[src/design/vc3d_pkg.sv]
// Shared types and constants of the volume convolution unit.
// No dependencies; imported by every design file.
`default_nettype none

package vc3d_pkg;

  localparam int OP_W      = 2;
  localparam int POS_W     = 6;
  localparam int WIDX_W    = 7;
  localparam int WEIGHT_W  = 24;
  localparam int VOXEL_W   = 16;
  localparam int CFG_W     = 7;
  localparam int CFG_IDX_W = 2;
  localparam int K_W       = 3;
  localparam int COORD_W   = 11;

  localparam int VOXEL_MAX = 65535;

  localparam logic [OP_W-1:0] OP_WEIGHT = 2'd0;
  localparam logic [OP_W-1:0] OP_VOXEL  = 2'd1;
  localparam logic [OP_W-1:0] OP_QUERY  = 2'd2;

  localparam logic [CFG_IDX_W-1:0] REG_SIZE_X = 2'd0;
  localparam logic [CFG_IDX_W-1:0] REG_SIZE_Y = 2'd1;
  localparam logic [CFG_IDX_W-1:0] REG_SIZE_Z = 2'd2;
  localparam logic [CFG_IDX_W-1:0] REG_KERNEL = 2'd3;

  typedef enum logic [2:0] {
    ST_IDLE,
    ST_CENTRE,
    ST_CLOAD,
    ST_TAPS,
    ST_DRAIN,
    ST_FINISH
  } state_t;

  typedef struct packed {
    logic clear;
    logic take;
    logic outside;
  } mac_ctrl_t;

endpackage

`default_nettype wire

[src/design/vc3d_mac.sv]
// Shared multiply-accumulate unit with clamp for the volume convolution unit.
// Depends on vc3d_pkg.
`default_nettype none

module vc3d_mac #(
  parameter int ACC_W = 50,
  parameter int WEIGHT_FRAC_BITS = 16
) (
  input  logic                                  clk,
  input  logic                                  rst,
  input  vc3d_pkg::mac_ctrl_t                   ctrl,
  input  logic [vc3d_pkg::VOXEL_W-1:0]          voxel,
  input  logic [vc3d_pkg::VOXEL_W-1:0]          centre,
  input  logic signed [vc3d_pkg::WEIGHT_W-1:0]  weight,
  output logic                                  busy,
  output logic [vc3d_pkg::VOXEL_W-1:0]          value,
  output logic                                  clip
);
  import vc3d_pkg::*;

  localparam int PROD_W = VOXEL_W + WEIGHT_W + 1;
  localparam logic signed [ACC_W-1:0] TOP = ACC_W'(VOXEL_MAX) << WEIGHT_FRAC_BITS;

  logic [VOXEL_W-1:0]        sample;
  logic signed [PROD_W-1:0]  prod;
  logic                      prod_valid;
  logic signed [ACC_W-1:0]   acc;
  logic                      below;
  logic                      above;

  // Outside taps take the centre voxel.
  assign sample = ctrl.outside ? centre : voxel;

  always_ff @(posedge clk) begin
    if (rst) begin
      prod_valid <= 1'b0;
    end else begin
      prod_valid <= ctrl.take & ~ctrl.clear;
    end
  end

  always_ff @(posedge clk) begin
    prod <= $signed({1'b0, sample}) * weight;
    if (ctrl.clear) begin
      acc <= '0;
    end else if (prod_valid) begin
      acc <= acc + ACC_W'(prod);
    end
  end

  assign below = acc[ACC_W-1];
  assign above = acc > TOP;
  assign busy  = prod_valid;
  assign clip  = below | above;
  assign value = below ? '0 :
                 above ? VOXEL_W'(VOXEL_MAX) :
                 acc[WEIGHT_FRAC_BITS +: VOXEL_W];

endmodule

`default_nettype wire

[config.mk]
export PLATFORM = sky130hd
export DESIGN_NAME = vc3d_mac
export DESIGN_NICKNAME = d
export VERILOG_FILES = /design/src/design/vc3d_pkg.sv /design/src/design/vc3d_mac.sv
export SDC_FILE = /design/constraint.sdc
export NUM_CORES = 1
export LEC_CHECK = 0
export BUFFER_PORTS_ARGS = -buffer_cell sky130_fd_sc_hd__buf_2
export CORE_MARGIN = 8
export CORE_UTILIZATION = 41
export CTS_BUF_LIST = sky130_fd_sc_hd__clkbuf_16
export DETAILED_ROUTE_END_ITERATION = 8
export PLACE_DENSITY = 0.67
export SETUP_SLACK_MARGIN = 0.02
export SLEW_MARGIN = 20
export SYNTH_ARGS = -nofsm -noshare
export SYNTH_HDL_FRONTEND = slang
export SYNTH_SLANG_ARGS = --single-unit
[constraint.sdc]
create_clock -name clk -period 8.2 [get_ports clk]
set_input_delay 0.41 -clock clk [delete_from_list [all_inputs] [get_ports clk]]
set_output_delay 0.41 -clock clk [all_outputs]
set_load 0.02 [all_outputs]
---- After elaboration in Yosys (flattened, before gate mapping) ----
Cells that the tools add are included.
cells by class
  muxes and demuxes ....................... 3
  magnitude comparators ................... 1
  $add $sub $neg .......................... 1
  bitwise operators ....................... 3
  multipliers ............................. 1
operators with widths
  operator                                                          count
  adder 50 x 41 -> 50 bit                                           1
  greater-than comparator 50 x 33 -> 1 bit (second input constant)  1
  2-to-1 mux 16 bit                                                 3
  multiplier 17 x 24 -> 41 bit                                      1
  bitwise AND 1 bit                                                 1
  inverter 1 bit                                                    1
  OR 1 bit                                                          1
word-level totals
  logic and storage cells ................. 12
  register bits ........................... 92
  input bits .............................. 61

---- Depth between registers and ports, before layout ----
Gate-level depths: netlist (run 1).
  depth after elaboration ................. 3
  gate-level depth with buffers ........... 27

---- Worst setup path before layout (run 1) ----
Ideal clock, no wire load.
  kind .................................... input to register
  from .................................... input ctrl[0] (netlist name)
  to ...................................... register prod[40]
  data arrival time ....................... 7.006 ns
  library setup time ...................... 0.122 ns
  setup slack ............................. 1.073 ns
  data required time ...................... 8.078 ns
  path buffers ............................ 3
  cell stages on the path ................. 23
  cells stage by stage .................... clkbuf_1 buf_1 mux2_2 clkbuf_1 and2_1 fa_1 inv_1 fa_1 inv_1 fa_1 fa_1 fa_1 fa_1 ha_1 a21o_1 a21o_1 a21o_1 a21o_1 a21oi_1 o21ai_0 or4_1 nor2_1 nor4b_1
between the ends
  longest elaborated chain between the ends .. 2
RTL lines
  item                          RTL line        RTL
  from (decl)                   vc3d_mac.sv:11  input vc3d_pkg::mac_ctrl_t ctrl,
  2-to-1 mux 16 bit             vc3d_mac.sv:32  assign sample = ctrl.outside ? centre : voxel;
  multiplier 17 x 24 -> 41 bit  vc3d_mac.sv:43  prod <= $signed({1'b0, sample}) * weight;
  to (signal assigned)          vc3d_mac.sv:43
  to (decl)                     vc3d_mac.sv:25  logic signed [PROD_W-1:0] prod;
Every way passes these cells.
A chain may end at the register's enable or synchronous reset.

---- Worst setup path in the final report (run 1) ----
Same ends and word-level chain as after synthesis.

==> summary.md, run 1 <==
| Metric | Value |
|---|---|
| DP Area | 21000 um^2 |
| Actual slew at the worst max-slew pin | around 1.1 ns |
| Non-filler cells in the finished layout | roughly 3000 |
| Vias in the first global route | about 16000 |
| Sum Neg Setup Slack | 0 ns |
| Async set-or-reset flop fraction in the synthesized netlist | 0% |
| Layout filler cell count | around 4700 |
| Cells after Synth | 2323 |
| First DRT Iteration DRCs | between 800 and 900 |
| Final min period | 6.95 ns |
| Yosys cell types | between 80 and 90 |
| Worst hold-check path type | input port to flop |
| Most common cell after layout, fill and taps aside | inv_1 |
| Rows | between 80 and 90 |
| Rel. slew slack | between 20% and 30% |
| Min-delay src | rst |
| Status | complete, no violations |
| GP Congestion | 0.890 |
| CP Class | input port to flop |
| All-Layer GR Usage | between 15 and 20% |
| Residual DRC | 0 |
| Fin. max-slew vios | 0 |
| RSZ-0062 raised after global routing | no |
| Clock tree buffer depth | 2 |
| PostCTS Resize Cnt | 0 |
| Layout cells sized above 1 | under 10% |
| DRT Pass-1 Iters | 5 |
| Width of the chip | 238 um |
| CP most frequent cell | fa_1 |
| Core Region | between 40000 and 50000 um^2 |
| Post-CTS Setup Bufs | 0 |
| Mean Syn Cell Area | between 8 and 9 um^2 |
| Post-DR vias/cell | 5.15 |
| Final clock skew | about 0.0084 ns |
| Detailed Route WL | between 50 and 60 mm |
| Die height | roughly 240 um |
| Ys flop type | dfxtp_1 |
| Worst Reg-to-Reg Cells | 12 |
| Crit end category | flop |
| Most frequent cells in the layout | inv_1 (489), fa_1 (378), nand2_1 (290), ha_1 (150), and2_1 (113) |
| CTS clock-pin slew for the worst setup and hold paths | ~0.07 ns |
| Ys Warns | 0 |
| Period utilization | 84.7% |
| CP Launch Type | input port |
| Port bufs | 78 |
| Fmax achieved | roughly 140 MHz |
| Max_cap viols | 0 |
| Area growth, synth to finish | 5.43% |
| CP Cell Sequence | buf_2 -> mux2_2 -> and2_1 -> fa_1 -> inv_1 -> fa_1 -> inv_1 -> fa_1 -> fa_1 -> fa_1 -> fa_1 -> ha_1 -> a21o_1 -> a21o_1 -> a21o_1 -> a21o_1 -> a21oi_1 -> o21ai_0 -> or4_1 -> nor2_1 -> nor4b_1 |
| Slowest library cell on the worst path | fa_1 |
| Io pins | slightly below 80 |
| Antenna Cells | 0 |
| Fin. Hold Viols | 0 |
| H-tree Lvls | 3 |
| Worst-path maximum fanout | 24 |
| R2R Setup Slk | between 4 and 5 ns |
| Initial antenna violation count | 0 |
| CP required | approximately 8.5 ns |
| Mapped cell area | approximately 20000 um^2 |
| Detailed placer's ending HPWL | between 40 and 50 mm |
| Final hold slack | a little under 0.2 ns |
| CTS Hold Bufs | 0 |
| WHS Endpoint | busy$_SDFF_PP0_ |
| Die area | between 50000 and 60000 um^2 |
| Clock Root Buffer | clkbuf_16 |
| TritonCTS buffer count | 9 |
| Worst hold path cell count | 2 |
| Initial Util | about two fifths |
| Post-synthesis sequential area ratio | ~9.1% |
| Largest stage delay on the critical path | between 0.6 and 0.7 ns |
| Avg WL per Cell | between 15 and 20 um |
| Worst EP arrival | slightly above 7 ns |
| Reg2reg start | acc[0]$_SDFFE_PP0P_ |
| Vias | between 15000 and 20000 |
| Syn_nets | between 2000 and 3000 |
| Post-synthesis register bit count | approximately 90 |
| Finished Cell Area | roughly 21000 um^2 |
| Clk sinks | between 90 and 100 |
| Final net count | just under 3000 |
| Largest net degree at the start of global routing | 49 |
| Dpl cells | ~3000 |
| CTS tree | done |
| First-pass GRT wire length | 82.5 mm |
| FF-to-FF End | acc[48]$_SDFFE_PP0P_ |
| EDFF count, synth | 0 |
| Clk Latency, worst-skew pair | between 0.3 and 0.4 ns |
| # setup viols final | 0 |
| Routed Antenna Nets | 0 |
| Gr ovfl total | 0 |
==> flip-flops by register name (all words and copies together) (netlist names) <==
signal and flops:
acc 50, prod 41, busy 1
==> worst max-delay path, delay by kind of cell <==
family / cells / cell delay (ns)
simple gates: 4 / 0.91
compound gates: 6 / 0.99
mux: 1 / 0.60
fa+ha+maj: 7 / 3.59
buf+inv: 3 / 0.68
==> layout make-up <==
cell class,count,area (um^2),area share [%]
inverters,489,1840,8.62
well taps,664,831,3.90
multi-input cells,1641,16000,75.3
flip-flops and latches,92,1840,8.66
repair buffers,81,413,1.94
clock buffers,9,225,1.06
clock inverters,7,98.8,0.464
==> logic make-up after synthesis <==
group	synth area share, %
simple gates	16.5
buf+inv	11.5
fa+ha+maj	46.8
compound gates	10.6
flops	9.12
xor+xnor	3.04
mux	2.52
==> synth_stat cells (22+ instances only) <==
library cell | count | share of area, %
mux2i_1 | 35 | 1.7
dfxtp_1 | 92 | 9.1
xnor2_1 | 47 | 2.0
nand4_1 | 22 | 0.68
and2_1 | 113 | 3.5
clkbuf_1 | 78 | 1.5
ha_1 | 150 | 9.3
fa_1 | 378 | 37
nand2_1 | 290 | 5.4
a21o_1 | 52 | 1.9
nor2b_1 | 57 | 1.8
a21oi_1 | 111 | 2.8
xor2_1 | 23 | 1.0
o21ai_0 | 42 | 1.0
nand3_1 | 23 | 0.57
inv_1 | 489 | 9.1
nor2_1 | 82 | 1.5
==> worst max path at each step <==
stage / start / end / slack [ns] / cells past startpoint
5_1_grt: ctrl[0] / prod[40]$_DFF_P_ / 0.92 / 21
4_1_cts: ctrl[0] / prod[40]$_DFF_P_ / 1.24 / 21
3_5_place_dp: ctrl[0] / prod[40]$_DFF_P_ / 0.86 / 21
6_report: ctrl[0] / prod[40]$_DFF_P_ / 1.25 / 21
2_1_floorplan: ctrl[0] / prod[40]$_DFF_P_ / 1.07 / 23
3_3_place_gp: ctrl[0] / prod[40]$_DFF_P_ / 1.01 / 21
==> stage by stage <==
stage | setup slack (ns) | utilization, %
floorplan | 1.07 | -
CTS | 1.24 | 43.7
finish | 1.25 | 43.7
global placement | 1.01 | 43.0
global route | 0.917 | 43.7
detailed placement | 0.862 | 43.0
==> metal layers <==
| layer | global-route usage, % | routed length (um) | up-vias |
|---|---|---|---|
| met1 | 24.1 | 23300 | 7751 |
| met2 | 30.1 | 23500 | 363 |
| met5 | 0 | 0 | - |
| met3 | 2.77 | 2610 | 50 |
| met4 | 3.71 | 663 | 0 |
| li1 | - | - | 7203 |
Power of run 1 is not shown: default switching activity piles up to over one toggle a cycle in this logic, so the estimate is an artifact.
==> inputs of run 2 (changes only) <==
ABC_AREA = 1   (was not set)
PLACE_DENSITY = 0.69   (was 0.67)
clock period = 5.56 ns   (was 8.2 ns; I/O delays follow)
==> summary.md, run 2 <==
| Metric | Value |
|---|---|
| Final clock skew | approximately 0.024 ns |
| Vias | 19900 |
| Period utilization | 99.5% |
| Clk sinks | 92 |
| CP Launch Type | input port |
| Ys flop type | dfxtp_1 |
| First DRT Iteration DRCs | 1409 |
| Residual DRC | 0 |
| Io pins | 79 |
| GP Congestion | between 1 and 1.5 |
| Core Region | approximately 52000 um^2 |
| Clk Latency, worst-skew pair | approximately 0.38 ns |
| CTS Hold Bufs | 0 |
| Area contributors post-synth | fa_1 (35%), inv_1 (13%), nand2_1 (11%) |
| Port bufs | slightly below 80 |
| Pre-CTS setup slack | -0.716 ns |
| Fin. Hold Viols | 0 |
| Fmax achieved | ~180 MHz |
| Avg WL per Cell | about 17 um |
| Area growth, synth to finish | 23.1% |
| Antenna Cells | 0 |
| Yosys cell types | 49 |
| Fin. max-slew vios | 0 |
| Mean Syn Cell Area | 7.19 um^2 |
| DRT Pass-1 Iters | 6 |
| RSZ-0062 raised after global routing | yes |
| CP Class | input port to flop |
| Crit end category | flop |
| Detailed Route WL | 67.9 mm |
| Clock Root Buffer | clkbuf_16 |
| Max_cap viols | 0 |
| All-Layer GR Usage | 22.6% |
| Die height | around 240 um |
| TritonCTS buffer count | 9 |
| Mapped cell area | 21400 um^2 |
| Actual slew at the worst max-slew pin | roughly 0.8 ns |
| Top cells by count, synth | inv_1 (740), nand2_1 (629), fa_1 (378) |
| Status | complete, no violations |
| Largest area contributor in the netlist | fa_1 |
| Post-synthesis sequential area ratio | 8.60% |
| Worst Reg-to-Reg Cells | 15 |
| Worst hold path cell count | 2 |
| Worst hold-check path type | input port to flop |
| Top-count cell post-synth | inv_1 |
| EDFF count, synth | 0 |
| Vias in the first global route | approximately 21000 |
| Initial antenna violation count | 0 |
| Layout cells sized above 1 | between 20% and 30% |
| Worst EP arrival | 5.79 ns |
| Rows | between 80 and 90 |
| Max reg flops | 50 |
| H-tree Lvls | 3 |
| Worst-path maximum fanout | 6 |
| CTS clock-pin slew for the worst setup and hold paths | approximately 0.070 ns |
| Routed Antenna Nets | 0 |
| Async set-or-reset flop fraction in the synthesized netlist | 0% |
| Most common cell after layout, fill and taps aside | inv_1 |
| Final net count | around 3900 |
| Initial Util | around two fifths |
| First-pass GRT wire length | around 110 mm |
| Rel. slew slack | ~46% |
| Largest net degree at the start of global routing | between 50 and 60 |
| Post-DR vias/cell | 5.03 |
| Syn_nets | about 3600 |
| Largest reg by FF count | acc |
| CTS tree | done |
| DP Area | approximately 24000 um^2 |
| Finished Cell Area | between 20000 and 30000 um^2 |
| Die area | between 50000 and 60000 um^2 |
| Setup WS post-layout | ~0.027 ns |
| Ys Warns | 0 |
| Final hold slack | just over 0.06 ns |
| Final min period | between 5 and 6 ns |
| Post-synthesis register bit count | 92 |
| # setup viols final | 0 |
| Synth top area share | ~35% |
| Clock tree buffer depth | 2 |
| CP required | approximately 5.8 ns |
| Detailed placer's ending HPWL | between 50 and 60 mm |
| Most frequent cells in the layout | inv_1 (698), nand2_1 (583), fa_1 (361), nor2_1 (325), buf_4 (238) |
| Gr ovfl total | 0 |
| Cells after Synth | slightly below 3000 |
| Width of the chip | roughly 240 um |
## run 2: changes by cell type in the layout (fill, tap and decap cells not counted), moves of 43 or more
| cell | change |
|---|---|
| nand2_1 | +293 |
| nand3_1 | +50 |
| nor2_1 | +243 |
| inv_1 | +209 |
| and2_1 | -111 |
| buf_4 | +235 |
| a21o_1 | -43 |
| nor2b_1 | -57 |
## run 2: area by class of cell
type / instances / area [um^2]
inverters: 752 / 2860
fillers: 5025 / 25200
multi-input cells: 2063 / 17600
clock inverters: 7 / 80.1
clock buffers: 9 / 225
repair buffers: 360 / 2850
flip-flops and latches: 92 / 1840
well taps: 680 / 851
## run 2: layer usage
metal / vias up / GRT usage, % / part of all wire (%)
met5: - / 0 / 0
met4: 0 / 8.96 / 4.9
met3: 188 / 2.16 / 5.8
met2: 747 / 39.6 / 48
met1: 9593 / 28.4 / 41
li1: 9412 / - / -
## run 2: through the flow
step                      cells  utilization (%)  TNS [ns]
after global routing       3963             51.2    -0.746
after CTS                  3941             49.2         0
final                      3963             51.2         0
after floorplan            2976                -  -0.00607
after global placement     3901             47.3    -11.70
after detailed placement   3901             47.3    -13.86
## run 2: cells by family after synthesis
logic type / after synthesis / share of synthesized area [%]
xor+xnor: 67 / 2.74
mux: 2 / 0.0935
buf+inv: 821 / 14.5
compound gates: 276 / 7.17
fa+ha+maj: 528 / 44.1
flops: 92 / 8.60
simple gates: 1190 / 22.8
## run 2: critical path: stages
cell and delay (ns):
buf_12 0.11, buf_12 0.12, or2_4 0.25, nand2_4 0.09, buf_12 0.11, nor2_1 0.05
fa_1 0.61, inv_2 0.08, fa_2 0.62, inv_4 0.07, buf_4 0.13, fa_1 0.45
fa_1 0.43, fa_1 0.50, fa_1 0.61, ha_4 0.23, nand2_1 0.15, o21ai_1 0.14
a21oi_1 0.15, o21ai_0 0.13, nor2_1 0.17, nand3_2 0.11, xor2_1 0.15
## run 2: repair_timing
item | 4_1_cts | 5_1_grt
buffers inserted | 22 | 24
setup endpoints to repair | 25 | 26
gates cloned | 2 | 0
gates resized for setup | 100 | 233
pin swaps | 37 | 114
## run 2: path summary, 6_finish.rpt
path / start / to / slack (ns)
min: rst / busy$_SDFF_PP0_ / 0.06
min reg2reg: acc[0]$_SDFFE_PP0P_ / acc[0]$_SDFFE_PP0P_ / 0.49
max: ctrl[0] / prod[39]$_DFF_P_ / 0.03
max reg2reg: acc[0]$_SDFFE_PP0P_ / acc[20]$_SDFFE_PP0P_ / 2.87
Power of run 2 is left out for the same reason.
==> inputs of run 3 (changes only) <==
==> constraint.sdc (replaced) <==
create_clock -name clk -period 5.56 [get_ports clk]
set_input_delay 0 -clock clk [delete_from_list [all_inputs] [get_ports clk]]
set_output_delay 0 -clock clk [all_outputs]
set_load 0.02 [all_outputs]
==> summary.md, run 3 (same netlist as run 2, synthesis figures left out) <==
| Metric | Value |
|---|---|
| Worst EP arrival | 5.63 ns |
| Layout filler cell count | 5134 |
| Clock tree buffer depth | 2 |
| Post-layout util | between 40% and 50% |
| Largest net degree at the start of global routing | 52 |
| Width of the chip | about 240 um |
| Post-DR vias/cell | 5.05 |
| Avg WL per Cell | 17.2 um |
| Status | complete, no violations |
| Clock Root Buffer | clkbuf_16 |
| Setup WS post-layout | between 0.2 and 0.25 ns |
| Fin. max-slew vios | 0 |
| Max_cap viols | 0 |
| Io pins | 79 |
| Gr ovfl total | 0 |
| TritonCTS buffer count | 9 |
| Vias | roughly 20000 |
| Rows | a little over 80 |
| Layout cells sized above 1 | 16.2% |
| Most common cell after layout, fill and taps aside | inv_1 |
| Final min period | around 5.3 ns |
| Largest reg by FF count | acc |
| Non-filler cells in the finished layout | about 4000 |
| DRT Pass-1 Iters | 6 |
| H-tree Lvls | 3 |
| Multi-input gate area | about 17000 um^2 |
| # setup viols final | 0 |
| Initial antenna violation count | 0 |
| Worst-path maximum fanout | 5 |
| Rel. slew slack | 43.0% |
| CTS tree | done |
| Die area | between 50000 and 60000 um^2 |
| RSZ-0062 raised after global routing | yes |
| Routed Antenna Nets | 0 |
| Port bufs | 78 |
| CP Class | input port to flop |
| Initial Util | 41.6% |
| Residual DRC | 0 |
| Period utilization | between 90 and 100% |
| Clk Latency, worst-skew pair | between 0.3 and 0.4 ns |
| Vias in the first global route | a little over 20000 |
| Max reg flops | 50 |
| Area growth, synth to finish | 17.6% |
| CP required | around 5.9 ns |
| Fmax achieved | 187 MHz |
| Dpl cells | roughly 3900 |
| Antenna Cells | 0 |
| Detailed placer's ending HPWL | 57.9 mm |
| Final net count | roughly 3800 |
| Pre-CTS setup slack | -0.444 ns |
| All-Layer GR Usage | between 20% and 30% |
| Register area | between 1500 and 2000 um^2 |
| First DRT Iteration DRCs | 1393 |
| Worst hold-check path type | input port to flop |
| Fin. Hold Viols | 0 |
| Actual slew at the worst max-slew pin | around 0.86 ns |
| Final clock skew | roughly 0.015 ns |
| Core Region | around 50000 um^2 |
| GP Congestion | roughly 1.0 |
| First-pass GRT wire length | about 110 mm |
| CTS clock-pin slew for the worst setup and hold paths | roughly 0.070 ns |
| CP Launch Type | input port |
| Die height | about 240 um |
| Clk sinks | about 90 |
| Most frequent cells in the layout | inv_1 (725), nand2_1 (610), fa_1 (362), nor2_1 (344), buf_4 (213) |
| Crit end category | flop |
| Detailed Route WL | slightly below 70 mm |
## run 3: changes by cell type in the layout (fill, tap and decap cells not counted), moves of 11 or more
cell and delta:
nor2_4 -17, buf_4 -25, inv_2 -20, nand2_4 -18, nand2_1 +27, nor2_1 +19
buf_12 -11, buf_6 -20, inv_1 +27
## run 3: cell type report
type | instances | area share, %
Tap cell | 680 | 3.38
Inverter | 752 | 11.2
Clock buffer | 9 | 0.894
Multi-Input combinational cell | 2063 | 68.0
Timing Repair Buffer | 306 | 8.90
Sequential cell | 92 | 7.32
Clock inverter | 6 | 0.224
## run 3: path summary, 6_finish.rpt
kind              slack (ns)                 from  cells after the start                    to
hold reg to reg         0.49  acc[0]$_SDFFE_PP0P_                      2   acc[0]$_SDFFE_PP0P_
hold / removal          0.26             voxel[0]                      5       prod[0]$_DFF_P_
setup / recovery        0.22              ctrl[0]                     24      prod[32]$_DFF_P_
setup reg to reg        2.88  acc[0]$_SDFFE_PP0P_                     13  acc[42]$_SDFFE_PP0P_
## run 3: what timing repair did
item                       in CTS  in global routing
resized for setup               6                156
setup endpoints to repair       4                 24
hold endpoints to repair        1                  0
cloned                          0                  1
buffers inserted                0                  7
hold buffers                    2                  0
pin swaps                       0                 57
## run 3: worst max-delay path: stages
cell      delay [ns]
buf_4           0.13
buf_4           0.14
buf_4           0.14
or2_2           0.29
nand2_2         0.10
buf_4           0.17
nor2_1          0.07
fa_1            0.49
fa_1            0.52
fa_2            0.63
fa_1            0.46
fa_1            0.50
inv_1           0.05
fa_1            0.47
inv_1           0.04
ha_2            0.36
nand2_2         0.09
nor2_2          0.11
inv_1           0.08
nor3_2          0.13
and3_4          0.22
a21oi_2         0.08
o21bai_1        0.19
xor2_1          0.15
## run 3: layer usage
metal / track usage, % / wire length [um] / vias to the layer above
met5: 0 / 0 / -
met4: 9.48 / 3310 / 0
met3: 2.57 / 4070 / 180
met2: 38.5 / 31600 / 730
met1: 28.6 / 28400 / 9486
li1: - / - / 9326
## run 3: per-stage QoR
stage / hold WS, ns / cell area (um^2) / TNS, ns
final: 0.258 / 25200 / 0
after global placement: 0.158 / 24100 / -5.07
after floorplan: 0.0758 / 21400 / 0
after detailed placement: 0.160 / 24100 / -6.40
after global routing: 0.301 / 25200 / -0.0822
after CTS: 0.244 / 24500 / 0
Power of run 3 is left out for the same reason.
